===== config.mk =====
export PLATFORM = sky130hd
export DESIGN_NAME = tsg_sqrt
export DESIGN_NICKNAME = d
export VERILOG_FILES = /design/src/sv/tsg_pkg.sv /design/src/sv/tsg_sqrt.sv
export SDC_FILE = /design/constraint.sdc
export NUM_CORES = 2
export LEC_CHECK = 0
export BUFFER_PORTS_ARGS = -buffer_cell sky130_fd_sc_hd__buf_2
export CAP_MARGIN = 20
export CELL_PAD_IN_SITES_DETAIL_PLACEMENT = 0
export CELL_PAD_IN_SITES_GLOBAL_PLACEMENT = 2
export CORE_ASPECT_RATIO = 0.75
export CORE_MARGIN = 10
export CORE_UTILIZATION = 25
export DETAILED_ROUTE_END_ITERATION = 8
export PLACE_DENSITY_LB_ADDON = 0.1
export SYNTH_ARGS = -nofsm -noshare
export SYNTH_HDL_FRONTEND = slang
export SYNTH_MEMORY_MAX_BITS = 65536
export SYNTH_SLANG_ARGS = --single-unit

===== constraint.sdc =====
create_clock -name clk_i -period 5 [get_ports clk_i]
set_input_delay 0.75 -clock clk_i [delete_from_list [all_inputs] [get_ports clk_i]]
set_output_delay 0.75 -clock clk_i [all_outputs]
set_load 0.02 [all_outputs]

===== src/sv/tsg_pkg.sv =====
// shared widths, register indexes and types of the trapezoidal setpoint generator
package tsg_pkg;

  // fixed point format and data widths
  localparam int DW        = 32;
  localparam int FRAC_BITS = 16;
  localparam int TW        = DW + FRAC_BITS;       // tau and cruise end time
  localparam int QW        = DW + 2 * FRAC_BITS;   // scaled distance over accel
  localparam int RW        = QW / 2;               // peak time of a triangle move
  localparam int CW        = TW + 1;               // width of time compares
  localparam int SQW       = 2 * DW;               // square of a time
  localparam int PW        = 3 * DW;               // accel times a square
  localparam int XW        = 2 * DW - FRAC_BITS;   // velocity times time, scaled
  localparam int CAP_W     = XW + 1;               // saturated square term
  localparam int SH_HALF   = 2 * FRAC_BITS + 1;
  localparam int SH_FULL   = 2 * FRAC_BITS;
  localparam int TDATA_IN_W  = 3 * DW;
  localparam int TDATA_OUT_W = DW;

  // configuration registers
  localparam int IDX_W = 1;
  localparam logic [IDX_W-1:0] REG_MAX_ACCEL    = 1'b0;
  localparam logic [IDX_W-1:0] REG_MAX_VELOCITY = 1'b1;
  localparam logic [DW-1:0]    LIMIT_RST        = DW'(1) << FRAC_BITS;

  typedef enum logic [2:0] {
    PH_RISE,
    PH_CRUISE,
    PH_DECEL,
    PH_FALL,
    PH_DONE
  } tsg_phase_e;

  // per-item data carried beside the dividers and the root unit
  typedef struct packed {
    logic          eq;
    logic          neg;
    logic [DW-1:0] qi;
    logic [DW-1:0] span;
    logic [DW-1:0] a;
    logic [DW-1:0] v;
    logic [DW-1:0] t;
  } tsg_side_t;

  typedef struct packed {
    tsg_side_t     side;
    logic [TW-1:0] tau;
    logic [TW-1:0] tcr;
    logic [RW-1:0] tp;
  } tsg_prof_t;

  typedef struct packed {
    logic          eq;
    logic          neg;
    logic [DW-1:0] qi;
    logic [DW-1:0] disp;
  } tsg_res_t;

endpackage


===== src/sv/tsg_sqrt.sv =====
// pipelined integer square root, one root bit per stage
module tsg_sqrt
  import tsg_pkg::*;
#(
  parameter int W = RW
) (
  input  logic           clk_i,
  input  logic           en_i,
  input  logic [2*W-1:0] rad_i,
  output logic [W-1:0]   root_o
);

  logic [W+1:0]   rem_q  [W];
  logic [W-1:0]   root_q [W];
  logic [2*W-1:0] rad_q  [W];

  for (genvar k = 0; k < W; k++) begin : g_stage
    logic [W+1:0]   rem_in;
    logic [W-1:0]   root_in;
    logic [2*W-1:0] rad_in;
    logic [W+3:0]   cur;
    logic [W+3:0]   trial;

    if (k == 0) begin : g_first
      assign rem_in  = '0;
      assign root_in = '0;
      assign rad_in  = rad_i;
    end else begin : g_next
      assign rem_in  = rem_q[k-1];
      assign root_in = root_q[k-1];
      assign rad_in  = rad_q[k-1];
    end

    assign cur   = {rem_in, rad_in[2*W-1:2*W-2]};
    assign trial = {2'b00, root_in, 2'b01};

    always_ff @(posedge clk_i) begin
      if (en_i) begin
        if (cur >= trial) begin
          rem_q[k]  <= (W+2)'(cur - trial);
          root_q[k] <= {root_in[W-2:0], 1'b1};
        end else begin
          rem_q[k]  <= cur[W+1:0];
          root_q[k] <= {root_in[W-2:0], 1'b0};
        end
        rad_q[k] <= {rad_in[2*W-3:0], 2'b00};
      end
    end
  end

  assign root_o = root_q[W-1];

endmodule


After elaboration in Yosys (flattened, before gate mapping)
Memories as Yosys holds them, arrays and structs flattened.
Index checks and enable logic that the tools add are counted.
Cells by class
  add/subtract/negate cells: 32
  order comparisons: 32
  multiplexer cells: 258
  bitwise gates (word level): 64
Operators by type and width (number)
  $ge A36 B34 Y1: 31
  $mux W34: 32
  $sub A34 B34 Y34: 31
  $mux W32: 32
  $mux W1: 194
  $or A1 B1 Y1: 64
  $sub A2 B1 Y3 const B: 1
  $ge A2 B1 Y1 const B: 1
Word-level totals
  flip-flop bits (word level): 0
  bits in writable memories: 4096
  bits of input ports: 66
  logic and storage cells: 389
  memories: 3
Memories
  rad_q: depth 32, width 62, read ports 31, clocked after memory_dff 0, wr ports 32, RTL line tsg_sqrt.sv:15  | logic [2*W-1:0] rad_q [W];
  rem_q: depth 32, width 34, read ports 31, clocked after memory_dff 0, wr ports 32, RTL line tsg_sqrt.sv:13  | logic [W+1:0] rem_q [W];
  root_q: depth 32, width 32, read ports 32, clocked after memory_dff 0, wr ports 32, RTL line tsg_sqrt.sv:14  | logic [W-1:0] root_q [W];

Depth between registers and ports, before layout
An unclocked memory read counts as a cell.
  word-level depth: 6
  mapped depth: 14
  mapped depth without buffers: 13

Worst setup path before layout
No wires, ideal clock.
  kind: input -> register
  start point: input port en_i
  end point: memory rem_q[1][340] (netlist bit) (enable)
  data arrival time: 3.455 ns
  data required time: 4.560 ns
  slack: 1.105 ns
  cell stages on the path: 5
  path through: clkbuf_1 > clkbuf_1 > clkbuf_1 > clkbuf_1 > clkbuf_1
RTL lines
  from (decl): RTL line tsg_sqrt.sv:8  | input logic en_i,
  to (decl): RTL line tsg_sqrt.sv:13

==> results.md <==
- Setup TNS: 0 ps
- RR Endpoint: rem_q[0][400]
- Crit start category: flop
- Layout Skew: about 45 ps
- Data required, critical path: between 5000 and 6000 ps
- Crit path max fanout: 6
- Die ar.: roughly 500000 um2
- WL final: ~310 mm
- Initial DRC Count: around 5.6k
- # port buffers: 97
- Final Setup Violations: 0
- Critical Path Max Stage Delay: 770 ps
- GRT overflow: 0
- Grt peak-use layer: met1
- Final period utilization: roughly nine tenths
- Max-slew violation count: 0
- Hold endpoint: rem_q[0][1]
- Setup CP Type: reg2reg
- Antenna violations before repair: 28
- Buf/Inv on CP: 2
- FP Rows: 217
- DR vias: between 70k and 80k
- CTS clk-pin slew, worst paths: 60 ps
- Worst-case headroom to the max-slew limit: between 10% and 20%
- Met1 Track Usage GR: around a fifth
- Later-pin clock latency in the skew report: ~960 ps
- TritonRoute pass-1 iters: 6
- R2R setup slack: between 400 and 500 ps
- Post-CTS sizing: 0
- Register bit count reported by yosys: about 2.5k
- Routing usage on met2: 15.7%
- Starting Density: approximately 25%
- Post-synthesis instance area: about 120000 um2
- Max Buffers Root-to-Sink: 4
- Final Total Pwr: about 64000 uW
- Layout cells sized above 1: under 10%
- CP cell instances: inv_1, ha_1, nor2b_1, o21ai_0, a21boi_0, o21ai_0, a2111oi_0, buf_4, nor4_1, nand2_1, or4_1, xnor2_1
- Lkg Pwr: 0.0506 uW
- Inserted Clock Buffers: around 300
- Final Hold Vio Count: 0
- Clk root buf: clkbuf_16
- Largest net degree at the start of global routing: between 100 and 150
- ANT nets after route: 0
- Vias in the first global route: around 69k
- Crit-path slowest cell: nor4_1
- Fmax: 218 MHz
- DRC Markers: 0
- CTS tree: yes
- Total GRT Usage: 12.2%
- CP top delay family: simple AND/OR/NAND/NOR gates
- Vias/cell: 4.41
- Mapped Nets: just under 10k
- VDD IR max: approximately 0.26 mV
- Critical Path Most Common Cell: o21ai_0
- Syn Area/Cell: between 10 and 15 um2
- HP Class: in2reg
- Setup crit end kind: flop
- GPL Wtd Cong: approximately 0.81
- Die Width: ~810 um
- Async SR Flop Fraction: 0%
- Worst-Margin Slew: 1300 ps
- Core area: 466000 um2
- Main flop type after synthesis: edfxtp_1
- Post-synth EDFFs: between 2k and 3k
- Sequential area share after synthesis: between 60 and 70%
- Routing usage on met3: 2.25%
- Library cells used by synthesis: 90
- First-pass GRT wire length: between 400 and 500 mm
- Die Ht: 613 um
- Synth Warn #: 0
- Area Growth Syn to Fin: 16.6%
- Post-CTS Setup Inserts: 0
- # nets final: roughly 10k
- Cells on worst reg2reg path: 12
- CP Data Arrival Time: about 5300 ps
- Reg-to-Reg Start: root_q[0][320]
- DP Wirelength: roughly 230 mm
- Post-Syn Instances: about 9.0k
- H-tree depth: 5
- IO Count: between 90 and 100
- Post-CTS Hold Buffers: 62
- Post-DR wirelength/cell: 19.5 um
- RSZ-0062 raised after global routing: false
- Max-cap violations: 0
- Sink Count: between 2k and 3k
- Hold depth: 3
- Status: complete, no violations
- Hold Startpoint: rad_i[63]
- Fin crit period: 4590 ps
- Power per cell area: roughly 470 nW/um2
Yosys cell counts, types with 50 or more instances:
| cell type | n | area share, % |
|---|---|---|
| a21o_1 | 236 | 1.5 |
| a21oi_1 | 458 | 2.0 |
| a31oi_1 | 50 | 0.27 |
| clkbuf_1 | 159 | 0.51 |
| edfxtp_1 | 2522 | 65 |
| ha_1 | 563 | 6.0 |
| inv_1 | 698 | 2.2 |
| mux2_2 | 56 | 0.54 |
| nand2_1 | 707 | 2.3 |
| nand2b_1 | 132 | 0.70 |
| nand3_1 | 133 | 0.57 |
| nand4_1 | 86 | 0.46 |
| nor2_1 | 487 | 1.6 |
| nor2b_1 | 81 | 0.43 |
| nor3_1 | 235 | 1.0 |
| nor4_1 | 124 | 0.66 |
| o21a_1 | 89 | 0.57 |
| o21ai_0 | 566 | 2.4 |
| or2_2 | 61 | 0.33 |
| or3_1 | 94 | 0.50 |
| or4_1 | 59 | 0.38 |
| xnor2_1 | 398 | 3.0 |
| xor2_1 | 442 | 3.3 |
cell type report:
cell class	instances	area [um2]
multi-input combinational	5649	38200
tap	6241	7810
inverter	699	2620
antenna	14	35.0
sequential	2523	75800
timing repair buffer	295	2340
clock inverter	181	1960
clock buffer	357	7910
fill	47500	330000
placed cells by master, fill, tap and decap left out, types with 19 or more instances in the layout:
cell type and instances:
a31oi_1 49, a21o_1 236, or4_1 59, ha_1 563, nor4_1 124, nand3_1 133, nand3b_1 22, xnor2_1 398
a211oi_1 41, nor4b_1 22, o21bai_1 42, clkbuf_1 48, mux2_2 56, or2_2 61, buf_4 118, o31ai_1 41
clkbuf_16 309, o211ai_1 24, or3_1 94, and2_1 49, dlygate4sd3_1 62, nand2_1 707, clkinv_2 55, inv_1 698
a21oi_1 458, nor2_1 486, clkinv_1 47, o21ai_0 565, buf_2 98, xor2_1 442, nand4b_1 19, nor2b_1 81
nor3_1 234, edfxtp_1 2522, and3_1 49, bufinv_16 35, nand4_1 86, o21a_1 89, nand2b_1 132
stage by stage:
step | util [%] | instance area [um2] | worst slack [ps] | hold WS [ps] | std cells
floorplan | - | 117000 | 1100 | 400 | 9047
global placement | 27.0 | 126000 | 510 | 400 | 15300
detailed placement | 27.0 | 126000 | 499 | 405 | 15300
CTS | 29.3 | 137000 | 464 | 107 | 15900
global route | 29.3 | 137000 | 137 | 166 | 15900
finish | 29.3 | 137000 | 406 | 201 | 16000
worst max-delay path by stage:
stage / slack [ps] / to / start / cells past startpoint
after floorplan: 1100 / rem_q[1][340] / en_i / 5
after global placement: 510 / rem_q[1][163] / root_q[1][96] / 12
after detailed placement: 500 / rem_q[0][400] / root_q[0][320] / 12
after CTS: 460 / rem_q[0][400] / root_q[0][320] / 12
after global routing: 140 / rem_q[0][400] / root_q[0][320] / 12
final: 410 / rem_q[0][400] / root_q[0][320] / 12
layer usage:
metal  routed length, um  share of wire, %
met2              116000                37
met5                  28            0.0090
met3               16800               5.4
met4                6640               2.1
met1              173000                55
worst min-delay path, cell delays in order:
cell and delay [ps]:
buf_2 130, nor2_1 50, a21oi_1 110
flip-flops by register name, summed over array words and instances (netlist names):
name	count
rad_q	992
rem_q	1003
root_q	528
power breakdown:
part | leakage, uW | internal [uW] | switching [uW]
combinational | 0.0215 | 5300 | 7800
sequential | 0.0243 | 26900 | 2010
clock | 0.00481 | 13200 | 9270
total | 0.0506 | 45400 | 19100
logic make-up (layout without fill, tap and decap cells):
group                      count (synthesis)  count (layout)  share of synthesized area, %
DFF                                     2523            2523                          64.7
adders and majority gates                563             563                          6.01
AOI/OAI and AO/OA                       1747            1747                          9.18
xor gates and xnor gates                 840             840                          6.28
other                                      0              14                             0
muxes                                     71              71                         0.666
buffers and inverters                    875            1532                          2.82
and+or+nand+nor                         2428            2428                          10.4
No activity file was read; power rests on OpenSTA's default activity.
